===== src/rtl/sha256_pkg.sv =====
`timescale 1ns / 1ps
// Shared types and constants of the SHA-256 stream hasher.
// Holds request/response payload structs, hash state type and round tables.
package sha256_pkg;

   typedef enum logic {
      OP_ABSORB = 1'b0,
      OP_FINISH = 1'b1
   } op_type;

   typedef struct packed {
      op_type      operation;
      logic [7:0]  msg_byte;
   } req_type;

   typedef struct packed {
      logic [31:0] digest_word;
      logic [2:0]  word_index;
      logic        last_word;
   } rsp_type;

   // Working variables / chain words, element 0 is word a (digest word 0).
   typedef logic [7:0][31:0]  hash_state_type;
   // Message block / schedule window, element 15 is the oldest word.
   typedef logic [15:0][31:0] sched_type;

   localparam logic [7:0] PAD_BYTE = 8'h80;
   localparam logic [5:0] LEN_START = 6'd56;

   localparam hash_state_type INIT_HASH = {
      32'h5be0cd19, 32'h1f83d9ab, 32'h9b05688c, 32'h510e527f,
      32'ha54ff53a, 32'h3c6ef372, 32'hbb67ae85, 32'h6a09e667
   };

   localparam logic [0:63][31:0] ROUND_K = {
      32'h428a2f98, 32'h71374491, 32'hb5c0fbcf, 32'he9b5dba5,
      32'h3956c25b, 32'h59f111f1, 32'h923f82a4, 32'hab1c5ed5,
      32'hd807aa98, 32'h12835b01, 32'h243185be, 32'h550c7dc3,
      32'h72be5d74, 32'h80deb1fe, 32'h9bdc06a7, 32'hc19bf174,
      32'he49b69c1, 32'hefbe4786, 32'h0fc19dc6, 32'h240ca1cc,
      32'h2de92c6f, 32'h4a7484aa, 32'h5cb0a9dc, 32'h76f988da,
      32'h983e5152, 32'ha831c66d, 32'hb00327c8, 32'hbf597fc7,
      32'hc6e00bf3, 32'hd5a79147, 32'h06ca6351, 32'h14292967,
      32'h27b70a85, 32'h2e1b2138, 32'h4d2c6dfc, 32'h53380d13,
      32'h650a7354, 32'h766a0abb, 32'h81c2c92e, 32'h92722c85,
      32'ha2bfe8a1, 32'ha81a664b, 32'hc24b8b70, 32'hc76c51a3,
      32'hd192e819, 32'hd6990624, 32'hf40e3585, 32'h106aa070,
      32'h19a4c116, 32'h1e376c08, 32'h2748774c, 32'h34b0bcb5,
      32'h391c0cb3, 32'h4ed8aa4a, 32'h5b9cca4f, 32'h682e6ff3,
      32'h748f82ee, 32'h78a5636f, 32'h84c87814, 32'h8cc70208,
      32'h90befffa, 32'ha4506ceb, 32'hbef9a3f7, 32'hc67178f2
   };

endpackage


===== src/rtl/sha256_round.sv =====
`timescale 1ns / 1ps
// One SHA-256 compression round plus one message schedule step.
// Depends on sha256_pkg for the state and schedule types.
module sha256_round (
   input  sha256_pkg::hash_state_type state_cur,
   input  sha256_pkg::sched_type      sched,
   input  logic [31:0]                round_const,
   output sha256_pkg::hash_state_type state_next,
   output logic [31:0]                sched_word
);
   import sha256_pkg::*;

   function automatic logic [31:0] big_sigma0(logic [31:0] x);
      return {x[1:0], x[31:2]} ^ {x[12:0], x[31:13]} ^ {x[21:0], x[31:22]};
   endfunction

   function automatic logic [31:0] big_sigma1(logic [31:0] x);
      return {x[5:0], x[31:6]} ^ {x[10:0], x[31:11]} ^ {x[24:0], x[31:25]};
   endfunction

   function automatic logic [31:0] small_sigma0(logic [31:0] x);
      return {x[6:0], x[31:7]} ^ {x[17:0], x[31:18]} ^ {3'b000, x[31:3]};
   endfunction

   function automatic logic [31:0] small_sigma1(logic [31:0] x);
      return {x[16:0], x[31:17]} ^ {x[18:0], x[31:19]} ^ {10'b0, x[31:10]};
   endfunction

   logic [31:0] pick;
   logic [31:0] vote;
   logic [31:0] t1;
   logic [31:0] t2;

   always_comb begin
      pick = (state_cur[4] & state_cur[5]) ^ (~state_cur[4] & state_cur[6]);
      vote = (state_cur[0] & state_cur[1]) ^ (state_cur[0] & state_cur[2])
           ^ (state_cur[1] & state_cur[2]);
      t1 = state_cur[7] + big_sigma1(state_cur[4]) + pick + round_const + sched[15];
      t2 = big_sigma0(state_cur[0]) + vote;
      state_next[7] = state_cur[6];
      state_next[6] = state_cur[5];
      state_next[5] = state_cur[4];
      state_next[4] = state_cur[3] + t1;
      state_next[3] = state_cur[2];
      state_next[2] = state_cur[1];
      state_next[1] = state_cur[0];
      state_next[0] = t1 + t2;
      // w[t+16] from the window w[t..t+15]
      sched_word = small_sigma1(sched[1]) + sched[6] + small_sigma0(sched[14]) + sched[15];
   end

endmodule


===== src/rtl/sha256_stream_hasher_unit.sv =====
`timescale 1ns / 1ps
// SHA-256 stream hasher, top level.
// Depends on sha256_pkg and sha256_round.
//
// Usage:
//   Requests arrive on req_valid / req_stall / req_payload. An absorb request
//   carries one message byte; a finish request pads the message, runs the
//   last compression(s) and emits the digest.
//   Results leave on rsp_valid / rsp_stall / rsp_payload: eight 32-bit digest
//   words, word_index 0 (most significant) first, last_word set on word 7.
// Timing:
//   An absorb is accepted in ST_IDLE; the 64th byte of a block then runs the
//   rounds (ST_ROUND) and the fold (ST_FOLD) before the next byte is taken,
//   and the rounds all run on the single shared round unit.
//   A finish is accepted in ST_IDLE, then shifts in one pad byte per cycle up
//   to the block end (or to the end of a second block when the length spills
//   into it), plus a round and fold pass per compression, then the eight
//   result words. req_stall is high for the whole of that work.
// Reset:
//   Synchronous, active high. The chain value returns to the initial hash
//   words, the byte count and bit length clear, and the block goes idle.
// Stall:
//   While rsp_stall is high the current digest word holds; the block stays
//   busy until all eight words have been taken, then reloads the initial
//   hash words for the next message.
module sha256_stream_hasher_unit (
   input  logic                 clock,
   input  logic                 reset,
   input  logic                 req_valid,
   output logic                 req_stall,
   input  sha256_pkg::req_type  req_payload,
   output logic                 rsp_valid,
   input  logic                 rsp_stall,
   output sha256_pkg::rsp_type  rsp_payload
);
   import sha256_pkg::*;

   typedef enum logic [2:0] {
      ST_IDLE,
      ST_PAD,
      ST_ROUND,
      ST_FOLD,
      ST_OUTPUT
   } state_type;

   state_type      state_ff, state_in;
   hash_state_type chain_ff, chain_in;
   hash_state_type work_ff, work_in;
   sched_type      block_ff, block_in;
   logic [5:0]     fill_ff, fill_in;
   logic [63:0]    bits_ff, bits_in;
   logic [5:0]     round_ff, round_in;
   logic [2:0]     word_ff, word_in;
   logic           finishing_ff, finishing_in;  // finish request in progress
   logic           first_pad_ff, first_pad_in;  // next pad byte is the 0x80 marker
   logic           spill_ff, spill_in;          // zero fill runs to block end
   logic           final_ff, final_in;          // current block carries the length

   hash_state_type round_state;
   logic [31:0]    round_word;
   logic [7:0]     pad_byte;

   sha256_round u_round (
      .state_cur   (work_ff),
      .sched       (block_ff),
      .round_const (ROUND_K[round_ff]),
      .state_next  (round_state),
      .sched_word  (round_word)
   );

   assign req_stall = (state_ff != ST_IDLE);
   assign rsp_valid = (state_ff == ST_OUTPUT);

   always_comb begin
      rsp_payload.digest_word = chain_ff[word_ff];
      rsp_payload.word_index  = word_ff;
      rsp_payload.last_word   = (word_ff == 3'd7);
   end

   // Pick the padding byte: marker, zero fill, or the next length byte.
   always_comb begin
      if (first_pad_ff) begin
         pad_byte = PAD_BYTE;
      end else if (spill_ff || (fill_ff < LEN_START)) begin
         pad_byte = 8'h00;
      end else begin
         pad_byte = bits_ff[63:56];
      end
   end

   always_comb begin
      state_in     = state_ff;
      chain_in     = chain_ff;
      work_in      = work_ff;
      block_in     = block_ff;
      fill_in      = fill_ff;
      bits_in      = bits_ff;
      round_in     = round_ff;
      word_in      = word_ff;
      finishing_in = finishing_ff;
      first_pad_in = first_pad_ff;
      spill_in     = spill_ff;
      final_in     = final_ff;

      case (state_ff)
         ST_IDLE: begin
            if (req_valid) begin
               if (req_payload.operation == OP_ABSORB) begin
                  block_in = {block_ff[15][23:0], block_ff[14:0], req_payload.msg_byte};
                  fill_in  = fill_ff + 6'd1;
                  bits_in  = bits_ff + 64'd8;
                  if (fill_ff == 6'd63) begin
                     work_in  = chain_ff;
                     round_in = '0;
                     state_in = ST_ROUND;
                  end
               end else begin
                  finishing_in = 1'b1;
                  first_pad_in = 1'b1;
                  spill_in     = 1'b0;
                  final_in     = 1'b0;
                  state_in     = ST_PAD;
               end
            end
         end
         ST_PAD: begin
            block_in     = {block_ff[15][23:0], block_ff[14:0], pad_byte};
            fill_in      = fill_ff + 6'd1;
            first_pad_in = 1'b0;
            if (first_pad_ff && (fill_ff >= LEN_START)) begin
               spill_in = 1'b1;
            end
            // advance the length shifter on each length byte; it ends at zero
            if (!first_pad_ff && !spill_ff && (fill_ff >= LEN_START)) begin
               bits_in = {bits_ff[55:0], 8'h00};
            end
            if (fill_ff == 6'd63) begin
               final_in = !spill_ff && !first_pad_ff;
               spill_in = 1'b0;
               work_in  = chain_ff;
               round_in = '0;
               state_in = ST_ROUND;
            end
         end
         ST_ROUND: begin
            work_in  = round_state;
            block_in = sched_type'({block_ff[14:0], round_word});
            round_in = round_ff + 6'd1;
            if (round_ff == 6'd63) begin
               state_in = ST_FOLD;
            end
         end
         ST_FOLD: begin
            for (int i = 0; i < 8; i++) begin
               chain_in[i] = chain_ff[i] + work_ff[i];
            end
            if (final_ff) begin
               word_in  = '0;
               state_in = ST_OUTPUT;
            end else if (finishing_ff) begin
               state_in = ST_PAD;
            end else begin
               state_in = ST_IDLE;
            end
         end
         ST_OUTPUT: begin
            if (!rsp_stall) begin
               word_in = word_ff + 3'd1;
               if (word_ff == 3'd7) begin
                  // drop the digest and start a fresh message
                  chain_in     = INIT_HASH;
                  finishing_in = 1'b0;
                  final_in     = 1'b0;
                  state_in     = ST_IDLE;
               end
            end
         end
         default: begin
            state_in = ST_IDLE;
         end
      endcase
   end

   always_ff @(posedge clock) begin
      if (reset) begin
         state_ff     <= ST_IDLE;
         chain_ff     <= INIT_HASH;
         fill_ff      <= '0;
         bits_ff      <= '0;
         round_ff     <= '0;
         word_ff      <= '0;
         finishing_ff <= 1'b0;
         first_pad_ff <= 1'b0;
         spill_ff     <= 1'b0;
         final_ff     <= 1'b0;
      end else begin
         state_ff     <= state_in;
         chain_ff     <= chain_in;
         fill_ff      <= fill_in;
         bits_ff      <= bits_in;
         round_ff     <= round_in;
         word_ff      <= word_in;
         finishing_ff <= finishing_in;
         first_pad_ff <= first_pad_in;
         spill_ff     <= spill_in;
         final_ff     <= final_in;
      end
   end

   // Payload registers: no reset needed.
   always_ff @(posedge clock) begin
      work_ff  <= work_in;
      block_ff <= block_in;
   end

endmodule

===== config.mk =====
export PLATFORM = sky130hd
export DESIGN_NAME = sha256_stream_hasher_unit
export DESIGN_NICKNAME = d
export VERILOG_FILES = /design/src/rtl/sha256_pkg.sv /design/src/rtl/sha256_round.sv /design/src/rtl/sha256_stream_hasher_unit.sv
export SDC_FILE = /design/constraint.sdc
export NUM_CORES = 2
export LEC_CHECK = 0
export BUFFER_PORTS_ARGS = -buffer_cell sky130_fd_sc_hd__clkbuf_2
export CAP_MARGIN = 15
export CORE_MARGIN = 3
export CORE_UTILIZATION = 45
export DETAILED_ROUTE_END_ITERATION = 12
export SETUP_SLACK_MARGIN = 0.3
export SYNTH_ARGS = -nofsm -noshare
export SYNTH_HDL_FRONTEND = slang
export SYNTH_SLANG_ARGS = --single-unit
export TNS_END_PERCENT = 100

===== constraint.sdc =====
create_clock -name clock -period 15.7 [get_ports clock]
set_input_delay 0.785 -clock clock [delete_from_list [all_inputs] [get_ports clock]]
set_output_delay 0.785 -clock clock [all_outputs]
set_load 0.01 [all_outputs]

# Word level (Yosys, flattened, before mapping)

Memories as Yosys holds them, arrays and structs flattened.
Cells that the tools add are included.

RAM bits: 0
Memories: 1
Latch bits: 0
Input bits: 13
Bits in read-only memories: 2048
Bits in registers: 1110
Logic and storage cells: 178

Memories:

| memory          | depth | width | read ports | clocked after memory_dff | wr ports | line                            | RTL |
|---|---|---|---|---|---|---|---|
| (no name shown) | 64    | 32    | 1          | 0                        | 0        | sha256_stream_hasher_unit.sv:66 | `.round_const (ROUND_K[round_ff]),` |

Reduce and logical (&&, ||, !) cells: 23
$lt $le $gt $ge: 4
$add $sub $neg: 22
Multiply operators: 0
Mux-type cells: 52
Divide/modulo/power cells: 0
Bitwise gates (word level): 18
Equality and inequality tests: 17
Shift-type cells: 0

Operator list:

| cell                    | count |
|---|---|
| $pmux W512 S3           | 1 |
| $mux W256               | 5 |
| $mux W512               | 2 |
| $pmux W256 S3           | 1 |
| $add A32 B32 Y32        | 18 |
| $pmux W256 S2           | 1 |
| $xor A32 B32 Y32        | 9 |
| $mux W64                | 3 |
| $and A32 B32 Y32        | 5 |
| $pmux W64 S2            | 1 |
| $bmux W32 S3            | 1 |
| $mux W32                | 3 |
| $add A64 B4 Y64 const B | 1 |
| $not A32 Y32            | 1 |
| $xor A32 B22 Y32        | 1 |
| $xor A32 B29 Y32        | 1 |
| $mux W6                 | 5 |
| $mux W3                 | 9 |
| $pmux W6 S3             | 1 |
| $mux W8                 | 2 |
| $ne A2 B2 Y1 const B    | 8 |
| $pmux W3 S5             | 1 |
| $reduce_and A3 Y1       | 5 |
| $add A6 B1 Y6 const B   | 2 |
| 26 further kinds        | 49 |

# Depth between registers and ports, before layout

Depth after elaboration: 8
Gate-level depth with buffers: 36

# Modules after synthesis

From an unflattened synthesis, not the netlist that was laid out.

Cells, all modules: 8990
Area, all modules: 77713.3 µm²

By module, submodules not included:

| module                    | cells an instance | area each (µm²) | instances | seq. area each (µm²) |
|---|---|---|---|---|
| sha256_stream_hasher_unit | 7123              | 62421.1         | 1         | 29848.6 |
| sha256_round              | 1867              | 15292.2         | 1         | 0.0 |

# Worst setup path before layout

No wires, ideal clock.

Kind: reg2reg
Start: reg state_ff[1]
End: reg block_ff[0] (netlist name), enable pin
Stages on the path, launching flop included: 8
Library setup time: 3.669 ns
Arrival: 10.107 ns
Data required time: 12.031 ns
Period minus slack after synthesis: 13.775 ns
Setup slack: 1.925 ns
Cells stage by stage: dfxtp_1 -> clkbuf_1 -> or3b_2 -> clkbuf_1 -> clkbuf_1 -> clkbuf_1 -> clkbuf_1 -> nand2_1

Longest elaborated chain between the ends: 3
Elaborated cells on any way between the ends: 7
Classes of those cells: 4 x eq/ne; 3 x reduce/logical

Ends and longest elaborated chain:

| element                                                             | line                             | RTL |
|---|---|---|
| start: declaration                                                  | sha256_stream_hasher_unit.sv:46  | `state_type state_ff, state_in;` |
| start signal: assignment                                            | sha256_stream_hasher_unit.sv:197 | `state_ff <= state_in;` |
| $eq A3 B2 Y1, or another cell as far along                          | sha256_stream_hasher_unit.sv:105 | `case (state_ff)` |
| $reduce_bool A3 Y1 (no source line) or $ne A2 B2 Y1 (tied branches) | -                                |  |
| $reduce_and A3 Y1 (no source line) (*)                              | -                                |  |
| end signal: assignment                                              | sha256_stream_hasher_unit.sv:213 | `block_ff <= block_in;` |
| end: declaration                                                    | sha256_stream_hasher_unit.sv:49  | `sched_type block_ff, block_in;` |

Mark *: on every way between the ends. The rest lies on a longest branch, timed or not.
A chain may end at the register's enable or synchronous reset.

==> impl_metrics.ini <==
[timing]
tightest_slew_ns = 1.272
fmax_mhz = 108.6
finalMaxSlewViolations = 0
grt_setup_unrepaired = no
skew_ns = 0.03770
timing.slew.headroom_pct = 15.22
finalCriticalPeriod_ns = 9.204
fin_tns_setup_ns = 0
hold_viol = 0
setup_viol = 0
fin_crit_sh_pct = 58.63

[clock_network]
clk_pin_slew_ns = 0.06
cts-resized-gates = 0
clock_sinks = 1107
htreeDepth = 4
cts_buffers = 135
postCtsSetupBuffers = 0
clock_latency_ns = 0.79
cts_buffer_depth = 3
cts_tree = done
hold_buffers = 0
root_buffer = clkbuf_16

[synthesis]
ys_ff_latch = 1107
synth_cell_types = 81
synth-edff-count = 768
syn_inst = 8534
ys_seq_area_share_pct = 39.96
synth.largest_area_cell = edfxtp_1
yosysTopAreaCellShare_pct = 30.88
synth_ff_type = edfxtp_1
synth_area_um2 = 74690
ys_warn_count = 0
synth_area_per_cell_um2 = 8.753
async_flop_share_pct = 0
synth_nets = 9144
synthTopCellsByArea = edfxtp_1 (31%), nand2_1 (12%), dfxtp_1 (9.1%), ha_1 (6.7%), fa_1 (5.3%)

[pwr]
p_sw_share_pct = 30.97
power.density_nw_per_um2 = 107.3
power_frac_seq_pct = 38.6
finalPower_mw = 8.708
p_switching_mw = 2.697
peakVddDrop_mv = 0.1006
pwr-share-clk_pct = 37.0
leakage_nw = 33.46
power_frac_comb_pct = 24.4
p_int_mw = 6.012

[place]
portBuffers = 50
place_congestion = 1.017
dpl.hpwl_mm = 177.8
place_area_um2 = 76600
dp_cells = 10350

[drt]
vias = 61340
routedWlPerCell_um = 23.27
drc = 0
drt-pass1-iter-count = 5
ant_nets = 0
drt_iter0_drc = 5530
wirelength_mm = 246.5
routed_via_density = 5.790

[critical_path]
end_kind = flip-flop
cp_slowest_cell = a211oi_1
timing.rr.start = round_ff[0]$_SDFFE_PP0P_
cp_slowest_stage_delay_ns = 0.90
cpMostUsedCell = a21o_1
critPathMaxFanout = 14
critPathLaunchType = flip-flop
cp.required_ns = 16.18
r2r_cells = 31
criticalPathCategory = flip-flop to flip-flop
rrSetupSlack_ns = 6.50
cpLargestDelayFamily = compound AO/OA/AOI/OAI gates
r2r_end = work_ff[31]$_DFFE_PP_
cp.arrival_ns = 9.69
path_buf_inv = 2

[run_status]
outcome = finished, final reports clean

[global_route]
antenna_found_initial = 4
grt_pass1_wl_mm = 369.0
grt_pass1_vias = 59610
grt_max_degree = 251
overflow = 0
grt_usage_pct = 28.38

[hold_path]
holdCritStartpoint = req_payload[7]
worstHoldPathType = primary input to flip-flop
worstHoldPathCells = 3
holdPathEnd = block_ff[7]$_DFFE_PP_

[cells_and_area]
nNetsFinal = 8920
n_antenna_cell = 0
final_cells = 10600
synthToLayoutAreaGrowth_pct = 8.612
drive_above_1_share_pct = 6.271
layout_commonest_cell = nand2_1
fin_area_um2 = 81130
final.fill_count = 15430
final_cell_mix = nand2_1 (2472), edfxtp_1 (768), o21ai_0 (510)

[floorplanning]
coreArea_um2 = 163900
start_util_pct = 45.58
ios = 51
die-area_um2 = 170900
chipWidth_um = 413.4
rows = 148
die_h_um = 413.4

[run]
maxCapViolCount = 0
-- flip-flops by register name, summed over array words and instances, names as in the netlist, 3 cells and up --
signal / flops
work_ff: 256
chain_ff: 256
block_ff: 512
state_ff: 3
word_ff: 3
bits_ff: 61
round_ff: 6
fill_ff: 6
-- how the worst max path moves through the flow --
stage / from / slack, ns / depth (start not counted) / end
final: round_ff[0]$_SDFFE_PP0P_ / 6.50 / 31 / work_ff[31]$_DFFE_PP_
after global routing: round_ff[0]$_SDFFE_PP0P_ / 5.94 / 31 / work_ff[31]$_DFFE_PP_
after CTS: round_ff[0]$_SDFFE_PP0P_ / 6.61 / 33 / work_ff[31]$_DFFE_PP_
after detailed placement: round_ff[0]$_SDFFE_PP0P_ / 6.66 / 33 / work_ff[31]$_DFFE_PP_
after global placement: round_ff[0]$_SDFFE_PP0P_ / 6.64 / 33 / work_ff[31]$_DFFE_PP_
after floorplan: state_ff[1]$_SDFFE_PP0P_ / 1.92 / 7 / block_ff[0]$_DFFE_PP_
-- cells in the mapped netlist (19+ instances only) --
cell type     n
a211oi_1     72
a21o_1      163
a21oi_1     495
a22oi_1      35
a31oi_1      72
and2_1       24
and3_1       43
buf_1        37
clkbuf_1    462
dfxtp_1     339
edfxtp_1    768
fa_1        197
ha_1        400
inv_1       333
maj3_1       29
mux2_2       63
mux4_2       70
nand2_1    2477
nand2b_1     57
nand3_1     124
nand4_1      37
nor2_1      438
nor2b_1      52
nor3_1      148
o211ai_1     33
o21a_1       65
o21ai_0     510
o21bai_1     48
o22ai_1      54
o31ai_1      36
or2_2        19
xnor2_1     395
xor2_1      178
-- metal layers --
metal | global-route usage (%) | vias to the layer above | routed length (um)
li1 | - | 29000 | -
met1 | 37.95 | 29750 | 105000
met2 | 45.46 | 2108 | 112700
met3 | 3.917 | 486 | 15610
met4 | 13.46 | 0 | 13120
met5 | 0 | - | 0
-- power groups by stage --
stage          clock network (mW)  registers (mW)  logic [mW]
2_1_floorplan                   0            3.42        1.53
3_3_place_gp                    0            3.42        2.06
3_5_place_dp                    0            3.42        2.09
4_1_cts                      3.28            3.36        2.11
5_1_grt                      3.39            3.38        2.32
6_report                     3.22            3.36        2.12
-- final cells by class --
cell class / instances / area (um2) / area share [%]
Timing Repair Buffer: 138 / 967.2 / 1.192
Clock inverter: 54 / 599.3 / 0.7388
Tap cell: 2175 / 2721 / 3.354
Inverter: 335 / 1267 / 1.562
Clock buffer: 193 / 3928 / 4.841
Sequential cell: 1107 / 29860 / 36.81
Multi-Input combinational cell: 6593 / 41780 / 51.50
-- stage by stage --
| step | hold slack, ns | utilization (%) | worst slack (ns) |
|---|---|---|---|
| after floorplan | 0.4490 | - | 1.925 |
| after global placement | 0.4682 | 46.73 | 6.642 |
| after detailed placement | 0.4865 | 46.74 | 6.663 |
| after CTS | 0.3072 | 49.50 | 6.613 |
| after global routing | 0.3388 | 49.50 | 5.937 |
| final | 0.3466 | 49.50 | 6.496 |
-- cells by family (layout without fill, tap and decap cells) --
| logic type | after synthesis | after routing | synth area share, % |
|---|---|---|---|
| AND/OR/NAND/NOR | 3498 | 3498 | 19.17 |
| AO/OA/AOI/OAI | 1751 | 1751 | 14.36 |
| flip-flops | 1107 | 1107 | 39.96 |
| buffers and inverters | 834 | 720 | 4.191 |
| adder cells (fa/ha/maj) | 626 | 626 | 12.37 |
| XOR/XNOR | 573 | 573 | 6.719 |
| multiplexers | 145 | 145 | 3.221 |
-- worst min-delay path, stage by stage --
cell	delay (ns)
clkbuf_2	0.08
nand2_1	0.06
o221ai_1	0.07
(Power assumes the default switching activity.)
